$ cat config.mk
export PLATFORM = sky130hd
export DESIGN_NAME = linear_parameter_ramp
export DESIGN_NICKNAME = d
export VERILOG_FILES = /design/src/rtl/core/lpr_pkg.sv /design/src/rtl/core/lpr_div.sv /design/src/rtl/core/linear_parameter_ramp.sv
export SDC_FILE = /design/constraint.sdc
export NUM_CORES = 1
export LEC_CHECK = 0
export BUFFER_PORTS_ARGS = -buffer_cell sky130_fd_sc_hd__buf_2
export CAP_MARGIN = 10
export CORE_AREA = 5 5 173 175
export CTS_CLUSTER_SIZE = 16
export DETAILED_ROUTE_END_ITERATION = 10
export DIE_AREA = 0 0 178 180
export PLACE_DENSITY = 0.86
export SLEW_MARGIN = 20
export SYNTH_ARGS = -nofsm -noshare
export SYNTH_HDL_FRONTEND = slang
export SYNTH_HIERARCHICAL = 1
export SYNTH_SLANG_ARGS = --single-unit
$ cat constraint.sdc
create_clock -name clk -period 6.8 [get_ports clk]
set_clock_uncertainty 0.15 [all_clocks]
set_input_delay 0.34 -clock clk [delete_from_list [all_inputs] [get_ports clk]]
set_output_delay 0.34 -clock clk [all_outputs]
set_load 0.01 [all_outputs]
$ cat src/rtl/core/lpr_pkg.sv
`default_nettype none
// ----------------------------------------------------------------------------
// lpr_pkg
// Shared types and constants for the linear parameter ramp.
// ----------------------------------------------------------------------------
package lpr_pkg;

  localparam int FRAME_BITS = 24;   // width of the frame counter
  localparam int LEVEL_BITS = 32;   // Q16.16 level width
  localparam int DIV_BITS   = LEVEL_BITS + 1;  // exact difference width
  localparam int CNT_W      = $clog2(DIV_BITS + 1);

  typedef enum logic [1:0] {
    CMD_TICK       = 2'd0,
    CMD_SET_VALUE  = 2'd1,
    CMD_SET_TARGET = 2'd2,
    CMD_SET_FRAMES = 2'd3
  } lpr_cmd_t;

  typedef enum logic [1:0] {
    ST_IDLE,
    ST_CALC,
    ST_WAIT,
    ST_DONE
  } lpr_state_t;

  // request to the serial divider
  typedef struct packed {
    logic                         start;
    logic signed [DIV_BITS-1:0]   dividend;
    logic [FRAME_BITS-1:0]        divisor;
  } lpr_div_req_t;

  // response from the serial divider
  typedef struct packed {
    logic                         done;
    logic signed [LEVEL_BITS-1:0] quotient;
  } lpr_div_rsp_t;

endpackage
`default_nettype wire

$ cat src/rtl/core/lpr_div.sv
`default_nettype none
// ----------------------------------------------------------------------------
// lpr_div
// Serial signed divider: 33-bit dividend by unsigned frame count, one
// quotient bit per cycle, truncated toward zero and saturated to 32 bits.
// ----------------------------------------------------------------------------
module lpr_div (
  input  wire logic                  clk,
  input  wire logic                  rst_n,
  input  wire lpr_pkg::lpr_div_req_t req,
  output lpr_pkg::lpr_div_rsp_t      rsp
);
  import lpr_pkg::*;

  localparam logic [DIV_BITS-1:0] POS_LIM = {{(DIV_BITS-LEVEL_BITS+1){1'b0}},
                                             {(LEVEL_BITS-1){1'b1}}};

  logic                  busy_r, busy_nxt;
  logic                  done_r, done_nxt;
  logic [CNT_W-1:0]      cnt_r, cnt_nxt;
  logic                  neg_r, neg_nxt;
  logic [DIV_BITS-1:0]   quo_r, quo_nxt;
  logic [FRAME_BITS:0]   rem_r, rem_nxt;
  logic [FRAME_BITS-1:0] dsr_r, dsr_nxt;

  logic [FRAME_BITS:0]   rem_sh;
  logic                  ge;
  logic [DIV_BITS-1:0]   mag_in;
  logic [LEVEL_BITS-1:0] quo_neg;

  assign mag_in = req.dividend[DIV_BITS-1] ? DIV_BITS'(-req.dividend)
                                           : DIV_BITS'(req.dividend);

  // restoring step: bring down the next dividend bit
  assign rem_sh = {rem_r[FRAME_BITS-1:0], quo_r[DIV_BITS-1]};
  assign ge     = (rem_sh >= {1'b0, dsr_r});

  always_comb begin
    busy_nxt = busy_r;
    cnt_nxt  = cnt_r;
    neg_nxt  = neg_r;
    quo_nxt  = quo_r;
    rem_nxt  = rem_r;
    dsr_nxt  = dsr_r;
    done_nxt = 1'b0;
    if (req.start) begin
      busy_nxt = 1'b1;
      cnt_nxt  = CNT_W'(DIV_BITS);
      neg_nxt  = req.dividend[DIV_BITS-1];
      quo_nxt  = mag_in;
      rem_nxt  = '0;
      dsr_nxt  = req.divisor;
    end else if (busy_r) begin
      rem_nxt = ge ? (rem_sh - {1'b0, dsr_r}) : rem_sh;
      quo_nxt = {quo_r[DIV_BITS-2:0], ge};
      cnt_nxt = cnt_r - 1'b1;
      if (cnt_r == CNT_W'(1)) begin
        busy_nxt = 1'b0;
        done_nxt = 1'b1;
      end
    end
  end

  always_ff @(posedge clk) begin
    if (!rst_n) begin
      busy_r <= 1'b0;
      done_r <= 1'b0;
      cnt_r  <= '0;
    end else begin
      busy_r <= busy_nxt;
      done_r <= done_nxt;
      cnt_r  <= cnt_nxt;
    end
    neg_r <= neg_nxt;
    quo_r <= quo_nxt;
    rem_r <= rem_nxt;
    dsr_r <= dsr_nxt;
  end

  // sign and saturation on the finished magnitude
  assign quo_neg = LEVEL_BITS'(-quo_r);

  always_comb begin
    rsp.done = done_r;
    if (neg_r) begin
      if (quo_r > POS_LIM + 1'b1)
        rsp.quotient = {1'b1, {(LEVEL_BITS-1){1'b0}}};
      else
        rsp.quotient = quo_neg;
    end else begin
      if (quo_r > POS_LIM)
        rsp.quotient = {1'b0, {(LEVEL_BITS-1){1'b1}}};
      else
        rsp.quotient = quo_r[LEVEL_BITS-1:0];
    end
  end

endmodule
`default_nettype wire

$ cat src/rtl/core/linear_parameter_ramp.sv
`default_nettype none
// ----------------------------------------------------------------------------
// linear_parameter_ramp
// Audio parameter ramp in signed Q16.16 with a serial step divider.
// ----------------------------------------------------------------------------
// A tick adds the per-frame step to the level (saturating) while frames
// remain, otherwise snaps the level to the target; the level waits in
// ST_DONE, then moves to the output register. Set value, set target and
// set frames recompute the step as (target - value) / frames through one
// shared restoring divider that resolves one quotient bit per cycle, so a
// set command with a non-zero frame count passes ST_CALC (start) and
// ST_WAIT (33 divider steps, then sign/saturation) before ST_DONE; with a
// zero count the step is cleared at once and it goes straight to ST_DONE.
// One item is in flight at a time; the output register lets the next item
// be taken while a result still waits on out_ready.
module linear_parameter_ramp (
  input  wire logic                  clk,
  input  wire logic                  rst_n,
  input  wire logic                  in_valid,
  output logic                       in_ready,
  input  wire logic [1:0]            in_command,
  input  wire logic signed [31:0]    in_level,
  input  wire logic [23:0]           in_frame_count,
  output logic                       out_valid,
  input  wire logic                  out_ready,
  output logic signed [31:0]         out_current_level
);
  import lpr_pkg::*;

  lpr_state_t state_r, state_nxt;

  logic signed [LEVEL_BITS-1:0] present_r, present_nxt;
  logic signed [LEVEL_BITS-1:0] goal_r, goal_nxt;
  logic signed [LEVEL_BITS-1:0] step_r, step_nxt;
  logic [FRAME_BITS-1:0]        frames_r, frames_nxt;
  logic                         out_valid_r, out_valid_nxt;
  logic signed [LEVEL_BITS-1:0] out_level_r, out_level_nxt;

  lpr_div_req_t div_req;
  lpr_div_rsp_t div_rsp;

  logic [FRAME_BITS+23:0]   frame_ext;
  logic [FRAME_BITS-1:0]    frame_in;
  logic [LEVEL_BITS:0]      sum;
  logic signed [LEVEL_BITS-1:0] sum_sat;
  logic                     in_xfer;

  assign frame_ext = {{FRAME_BITS{1'b0}}, in_frame_count};
  assign frame_in  = frame_ext[FRAME_BITS-1:0];

  // saturating ramp add
  assign sum = {present_r[LEVEL_BITS-1], present_r} + {step_r[LEVEL_BITS-1], step_r};
  always_comb begin
    if (sum[LEVEL_BITS] != sum[LEVEL_BITS-1])
      sum_sat = sum[LEVEL_BITS] ? {1'b1, {(LEVEL_BITS-1){1'b0}}}
                                : {1'b0, {(LEVEL_BITS-1){1'b1}}};
    else
      sum_sat = sum[LEVEL_BITS-1:0];
  end

  assign in_ready = (state_r == ST_IDLE);
  assign in_xfer  = in_valid && in_ready;

  assign div_req.start    = (state_r == ST_CALC);
  assign div_req.dividend = {goal_r[LEVEL_BITS-1], goal_r}
                          - {present_r[LEVEL_BITS-1], present_r};
  assign div_req.divisor  = frames_r;

  lpr_div u_div (
    .clk   (clk),
    .rst_n (rst_n),
    .req   (div_req),
    .rsp   (div_rsp)
  );

  always_comb begin
    state_nxt     = state_r;
    present_nxt   = present_r;
    goal_nxt      = goal_r;
    step_nxt      = step_r;
    frames_nxt    = frames_r;
    out_valid_nxt = out_valid_r;
    out_level_nxt = out_level_r;

    if (out_valid_r && out_ready)
      out_valid_nxt = 1'b0;

    case (state_r)
      ST_IDLE: begin
        if (in_xfer) begin
          case (lpr_cmd_t'(in_command))
            CMD_TICK: begin
              if (frames_r == '0) begin
                present_nxt = goal_r;
              end else begin
                present_nxt = sum_sat;
                frames_nxt  = frames_r - 1'b1;
              end
              state_nxt = ST_DONE;
            end
            CMD_SET_VALUE: begin
              present_nxt = in_level;
              state_nxt   = (frames_r == '0) ? ST_DONE : ST_CALC;
            end
            CMD_SET_TARGET: begin
              goal_nxt  = in_level;
              state_nxt = (frames_r == '0) ? ST_DONE : ST_CALC;
            end
            CMD_SET_FRAMES: begin
              frames_nxt = frame_in;
              state_nxt  = (frame_in == '0) ? ST_DONE : ST_CALC;
            end
            default: state_nxt = ST_DONE;
          endcase
          // a zero frame count means a zero step
          if (lpr_cmd_t'(in_command) != CMD_TICK && state_nxt == ST_DONE)
            step_nxt = '0;
        end
      end
      ST_CALC: state_nxt = ST_WAIT;
      ST_WAIT: begin
        if (div_rsp.done) begin
          step_nxt  = div_rsp.quotient;
          state_nxt = ST_DONE;
        end
      end
      ST_DONE: begin
        if (!out_valid_r || out_ready) begin
          out_valid_nxt = 1'b1;
          out_level_nxt = present_r;
          state_nxt     = ST_IDLE;
        end
      end
      default: state_nxt = ST_IDLE;
    endcase
  end

  always_ff @(posedge clk) begin
    if (!rst_n) begin
      state_r     <= ST_IDLE;
      present_r   <= '0;
      goal_r      <= '0;
      step_r      <= '0;
      frames_r    <= '0;
      out_valid_r <= 1'b0;
    end else begin
      state_r     <= state_nxt;
      present_r   <= present_nxt;
      goal_r      <= goal_nxt;
      step_r      <= step_nxt;
      frames_r    <= frames_nxt;
      out_valid_r <= out_valid_nxt;
    end
    out_level_r <= out_level_nxt;
  end

  assign out_valid         = out_valid_r;
  assign out_current_level = out_level_r;

endmodule
`default_nettype wire

; Word level (Yosys, flattened, before mapping)
; Index checks and enable logic that the tools add are counted.
[word_totals]
output_inout_bits = 34
ram_bits = 0
n_memories = 0
latch_bits = 0
input_bits = 62
wordCells = 99
reg_bits = 245
mem_bits_ro = 0
[classes]
n_lt_le_gt_ge = 3
eq_ne = 14
multipliers = 0
n_mux = 35
shifts = 0
add_sub_neg = 7
n_div = 0
reduce_logical = 23
bitwise_logic = 2
[ops]
columns = op, count
row1 = 32-bit two-way mux, 9
row2 = 32-bit case mux with 2 select lines, 2
row3 = 33-bit two-way mux, 3
row4 = 24-bit zero test, 2
row5 = 24-bit two-way mux, 2
row6 = 24-bit case mux with 2 select lines, 1
row7 = 32-bit by 32-bit adder with 33-bit output, 1
row8 = 33-bit by 31-bit greater-than comparator with 1-bit output (second input constant), 1
row9 = 33-bit by 32-bit greater-than comparator with 1-bit output (second input constant), 1
row10 = 33-bit negator, 1
row11 = 32-bit by 32-bit subtractor with 33-bit output, 1
row12 = 32-bit negator, 1
row13 = 25-bit by 24-bit greater-or-equal comparator with 1-bit output, 1
row14 = 24-bit by 1-bit subtractor with 24-bit output (second input constant), 1
row15 = 24-bit subtractor, 1
row16 = 2-bit two-way mux, 7
row17 = 6-bit two-way mux, 2
row18 = 2-bit == test (second input constant), 5
row19 = 2-bit nonzero test, 5
row20 = 3-bit AND reduction, 3
row21 = 2-bit case mux with 4 select lines, 1
row22 = 4-bit AND reduction, 2
row23 = 1-bit two-way mux, 7
row24 = 6-bit by 1-bit == test with 1-bit output (second input constant), 1
row25 = other kinds (14), 23

; Longest topological paths before layout
[logic_depth]
word_depth = 10
mapped_depth = 19
mapped_depth_nobuf = 18

; Cells and area by module
; The synthesis kept the hierarchy.
[by_module_without_submodules]
columns = mod, area_per_inst_um2, instances, cells_each, seq_area_each_um2
row1 = linear_parameter_ramp, 10850.4, 1, 1360, 3423.3
row2 = lpr_div, 6580.1, 1, 757, 2382.3

; Least setup slack after synthesis
; Ideal clock, no wire load.
[synth_timing]
path_kind = reg2reg
start = reg goal_r[0]
end = reg u_div.quo_r[31] (data pin)
required_time_ns = 6.380
synth_period_minus_slack_ns = 4.913
path_buffers = 0
stages_incl_launch_ff = 19
setup_ns = 0.270
slack_ns = 1.887
arrival_ns = 4.493
path_cell_list = dfxtp_1 inv_1 ha_1 fa_1 nor2b_1 o21ai_0 a21boi_0 o21ai_0 a211oi_1 nor2_1 o21ai_0 xor2_1 or4_1 or4_1 or3_1 or4_1 o21ai_1 xor2_1 a21oi_1
[synth_lines]
columns = item, line_no
row1 = "start, declared", linear_parameter_ramp.sv:33  ; logic signed [LEVEL_BITS-1:0] goal_r, goal_nxt;
row2 = "start signal, assigned", linear_parameter_ramp.sv:149  ; goal_r <= goal_nxt;
row3 = "end signal, assigned", lpr_div.sv:75  ; quo_r <= quo_nxt;
row4 = "end, declared", lpr_div.sv:22  ; logic [DIV_BITS-1:0] quo_r, quo_nxt;

==> results by group <==
Placed design
  – Placed cell areas: ~0.018 mm²
  – GP Congestion: 0.971
  – I/O Buffers: 95
  – Final HPWL DP: between 30000 and 40000 µm

Drt
  – DR DRC count: 0
  – First drt pass iteration count: 6
  – Wirelength per Cell: 20.5 µm
  – DR vias/cell: about 6.5
  – Routed Antenna Nets: 0
  – Vias: 16900
  – DR iter-0 viols: ~1900
  – Final WL: 52900 µm

Pwr
  – Peak VDD IR: 239 µV
  – Total power: 8.92 mW
  – Sw frac: 0.471
  – Combinational group share of total power: 0.552
  – P_sw: about 4.2 mW
  – Pint: 4.71 mW
  – Clock power frac: 0.169
  – PwrDens: 466 mW/mm²
  – Reg power frac: 0.280
  – Leakage power: approximately 7.5 nW

Floorplanning
  – Die span in y: 180 µm
  – Core Footprint: 0.0283 mm²
  – Site Rows: 62
  – IO Pins: 96
  – DIE AREA: 0.0320 mm²
  – Initial core utilization: 0.616
  – Die W: 178 µm

STA
  – Hold slack: 25.5 ps
  – Fin crit share: 0.875
  – RSZ-0062 raised after global routing: false
  – Slew Limit Headroom: 0.224
  – Tightest Pin Transition: 1160 ps
  – Highest Clock Rate: 168 MHz
  – Final Critical Period: just under 6000 ps
  – Slew Limit Fails: 0
  – Hold Vio Cnt, Final: 0
  – Final setup vio count: 0
  – Final TNS setup: 0 ps

Clock network
  – Worst-path clk slew: around 70 ps
  – CTS tree: built
  – CTS root buf: clkbuf_16
  – Latest clock arrival within the worst-skew pair: 550 ps
  – CTS max path bufs: 3
  – CTS Buf Count: 27
  – Postcts setup bufs: 0
  – CTS hold repair buffers: 35
  – Post-CTS resize count: 0
  – Num Clock Sinks: ~250
  – H-tree depth: 1

Critical path
  – Crit end category: register
  – Critical path class: register to register
  – Crit-path slowest cell: or4_1
  – Worst EP required: a little under 7000 ps
  – Data arrival time of the worst path: 6070 ps
  – CP max FO: 5
  – Crit Reg-Reg Startpoint: goal_r[0]
  – Critical Path, Cell by Cell: inv_1, ha_1, fa_1, nor2b_1, o21ai_0, a21boi_0, o21ai_0, a211oi_1, nor2_1, o21ai_0, xor2_1, or4_1, or4_1, or3_1, or4_1, o21ai_1, xor2_1, a21oi_1
  – Slowest stage delay, CP: 600 ps
  – Worst-case reg-to-reg path depth: 18
  – Flop2flop setup slack: approximately 850 ps
  – Worst setup SP type: register
  – Critical R2R Capture: u_div/quo_r[31]

Global routing
  – Vias in the first global route: 15900
  – Pin count of the biggest net entering global routing: between 70 and 80
  – First-pass GRT wire length: 83700 µm
  – Total congestion overflow: 0
  – Total track usage: 0.319
  – Initial antenna violation count: 0

Final layout
  – Layout Utilization: 0.677
  – Fin area: 0.0192 mm²
  – # nets final: between 2000 and 2500
  – Ratio of cells with drive above 1 in the final layout: 0.119
  – Layout area overhead: 9.91%

Run
  – Max Cap Viol: 0

Yosys
  – Syn nets: roughly 2300
  – Mapped Cells: roughly 2100
  – Post-synthesis cell area: 0.0174 mm²
  – Top FF cell, synth: dfxtp_1
  – Register area share after synthesis: 0.333
  – Post-synth top area cell: dfxtp_1
  – Top cell type's share of synthesized area: 0.178
  – Synth warn: 6
  – Area contributors post-synth: dfxtp_1 (18%), edfxtp_1 (16%), ha_1 (7.4%)
  – Synth cell types: 89
  – Post-synthesis register bit count: 245
  – Synth Area per Inst: 8.23 µm²
  – Post-synth EDFFs: 90
  – Post-synth ARST share: 0

Hold path
  – Worst Hold Path EP: frames_r[13]
  – Hold Crit Class: input port to register
  – Hold Path Origin: in_frame_count[13]
  – WHS Path Cells: 5

Status
  – Outcome: complete, no violations
==> worst max-delay path by stage <==
| stage | end | cells after the start | slack [ps] | from |
|---|---|---|---|---|
| floorplan | u_div/quo_r[31] | 18 | 1890 | goal_r[0] |
| global placement | u_div/quo_r[31] | 18 | 1200 | goal_r[0] |
| detailed placement | u_div/quo_r[31] | 18 | 1080 | goal_r[0] |
| CTS | u_div/quo_r[31] | 18 | 980 | goal_r[0] |
| global route | u_div/quo_r[31] | 18 | 580 | goal_r[0] |
| finish | u_div/quo_r[31] | 18 | 850 | goal_r[0] |
==> flip-flops by register name, indices dropped and copies added (netlist names), 6 cells and up <==
signal	flops
out_current_level	32
goal_r	32
u_div/rem_r	24
present_r	32
u_div/dsr_r	24
step_r	32
frames_r	24
u_div/quo_r	33
u_div/cnt_r	6
==> cell type report <==
class	count	area [µm²]
Antenna cell	1	2.50
Inverter	119	449
Multi-Input combinational cell	1628	10500
Sequential cell	245	5810
Fill cell	2247	9160
Clock inverter	14	170
Clock buffer	35	716
Tap cell	384	480
Timing Repair Buffer	152	1010
==> cell usage in the layout (no fill, tap or decap), types with 18 or more instances in the layout <==
master	count
a21oi_1	215
nand2_1	200
nor2_1	192
dfxtp_1	155
o21ai_0	135
inv_1	117
ha_1	100
buf_2	95
edfxtp_1	90
xor2_1	63
nor3_1	57
nand3_1	47
xnor2_1	45
a21o_1	38
dlygate4sd3_1	35
nor2b_1	32
a211oi_1	32
or3_1	30
a22oi_2	30
nor2_2	30
o31ai_1	27
clkbuf_16	27
buf_4	21
nand4_1	20
o311ai_1	20
o211ai_1	19
o41ai_1	18
==> logic make-up after synthesis <==
family / count (synthesis) / synth area share
buffers and inverters: 244 / 0.0665
adders and majority gates: 106 / 0.0774
DFF: 245 / 0.333
xor gates and xnor gates: 108 / 0.0543
AOI/OAI and AO/OA: 699 / 0.268
muxes: 5 / 0.00294
and+or+nand+nor: 710 / 0.198
==> stage by stage <==
step / worst slack [ps] / instances
2_1_floorplan: 1890 / 2117
3_3_place_gp: 1200 / 2492
3_5_place_dp: 1080 / 2492
4_1_cts: 984 / 2576
5_1_grt: 577 / 2577
6_report: 849 / 2578
==> Yosys cell counts, types with 45 or more instances <==
library cell / n
o21ai_0: 135
clkbuf_1: 95
a21oi_1: 215
nand3_1: 47
dfxtp_1: 155
nor3_1: 57
xnor2_1: 45
nand2_1: 200
nor2_1: 192
inv_1: 118
edfxtp_1: 90
ha_1: 103
xor2_1: 63
==> power groups by stage <==
| stage | Sequential (mW) | Clock [mW] | Combinational, mW |
|---|---|---|---|
| detailed placement | 2.49 | 0 | 4.70 |
| global placement | 2.48 | 0 | 4.55 |
| finish | 2.50 | 1.50 | 4.92 |
| CTS | 2.47 | 1.51 | 4.78 |
| global route | 2.53 | 1.57 | 5.37 |
| floorplan | 2.29 | 0 | 3.87 |
==> metal layers <==
layer | GRT usage | vias to the layer above | share of wire
met5 | 0 | - | 0
met4 | 0.111 | 0 | 0.036
met3 | 0.0544 | 155 | 0.11
met2 | 0.494 | 994 | 0.44
met1 | 0.450 | 7866 | 0.42
li1 | - | 7849 | -
==> worst max-delay path: cells and delay by family, from the launching register on <==
kind                       cells  cell delay [ps]
and+or+nand+nor                6             2250
DFF                            1              350
adders and majority gates      2              630
xor gates and xnor gates       2              360
AOI/OAI and AO/OA              7             1870
buffers and inverters          1               60
Power figures use the tool's default switching activity.
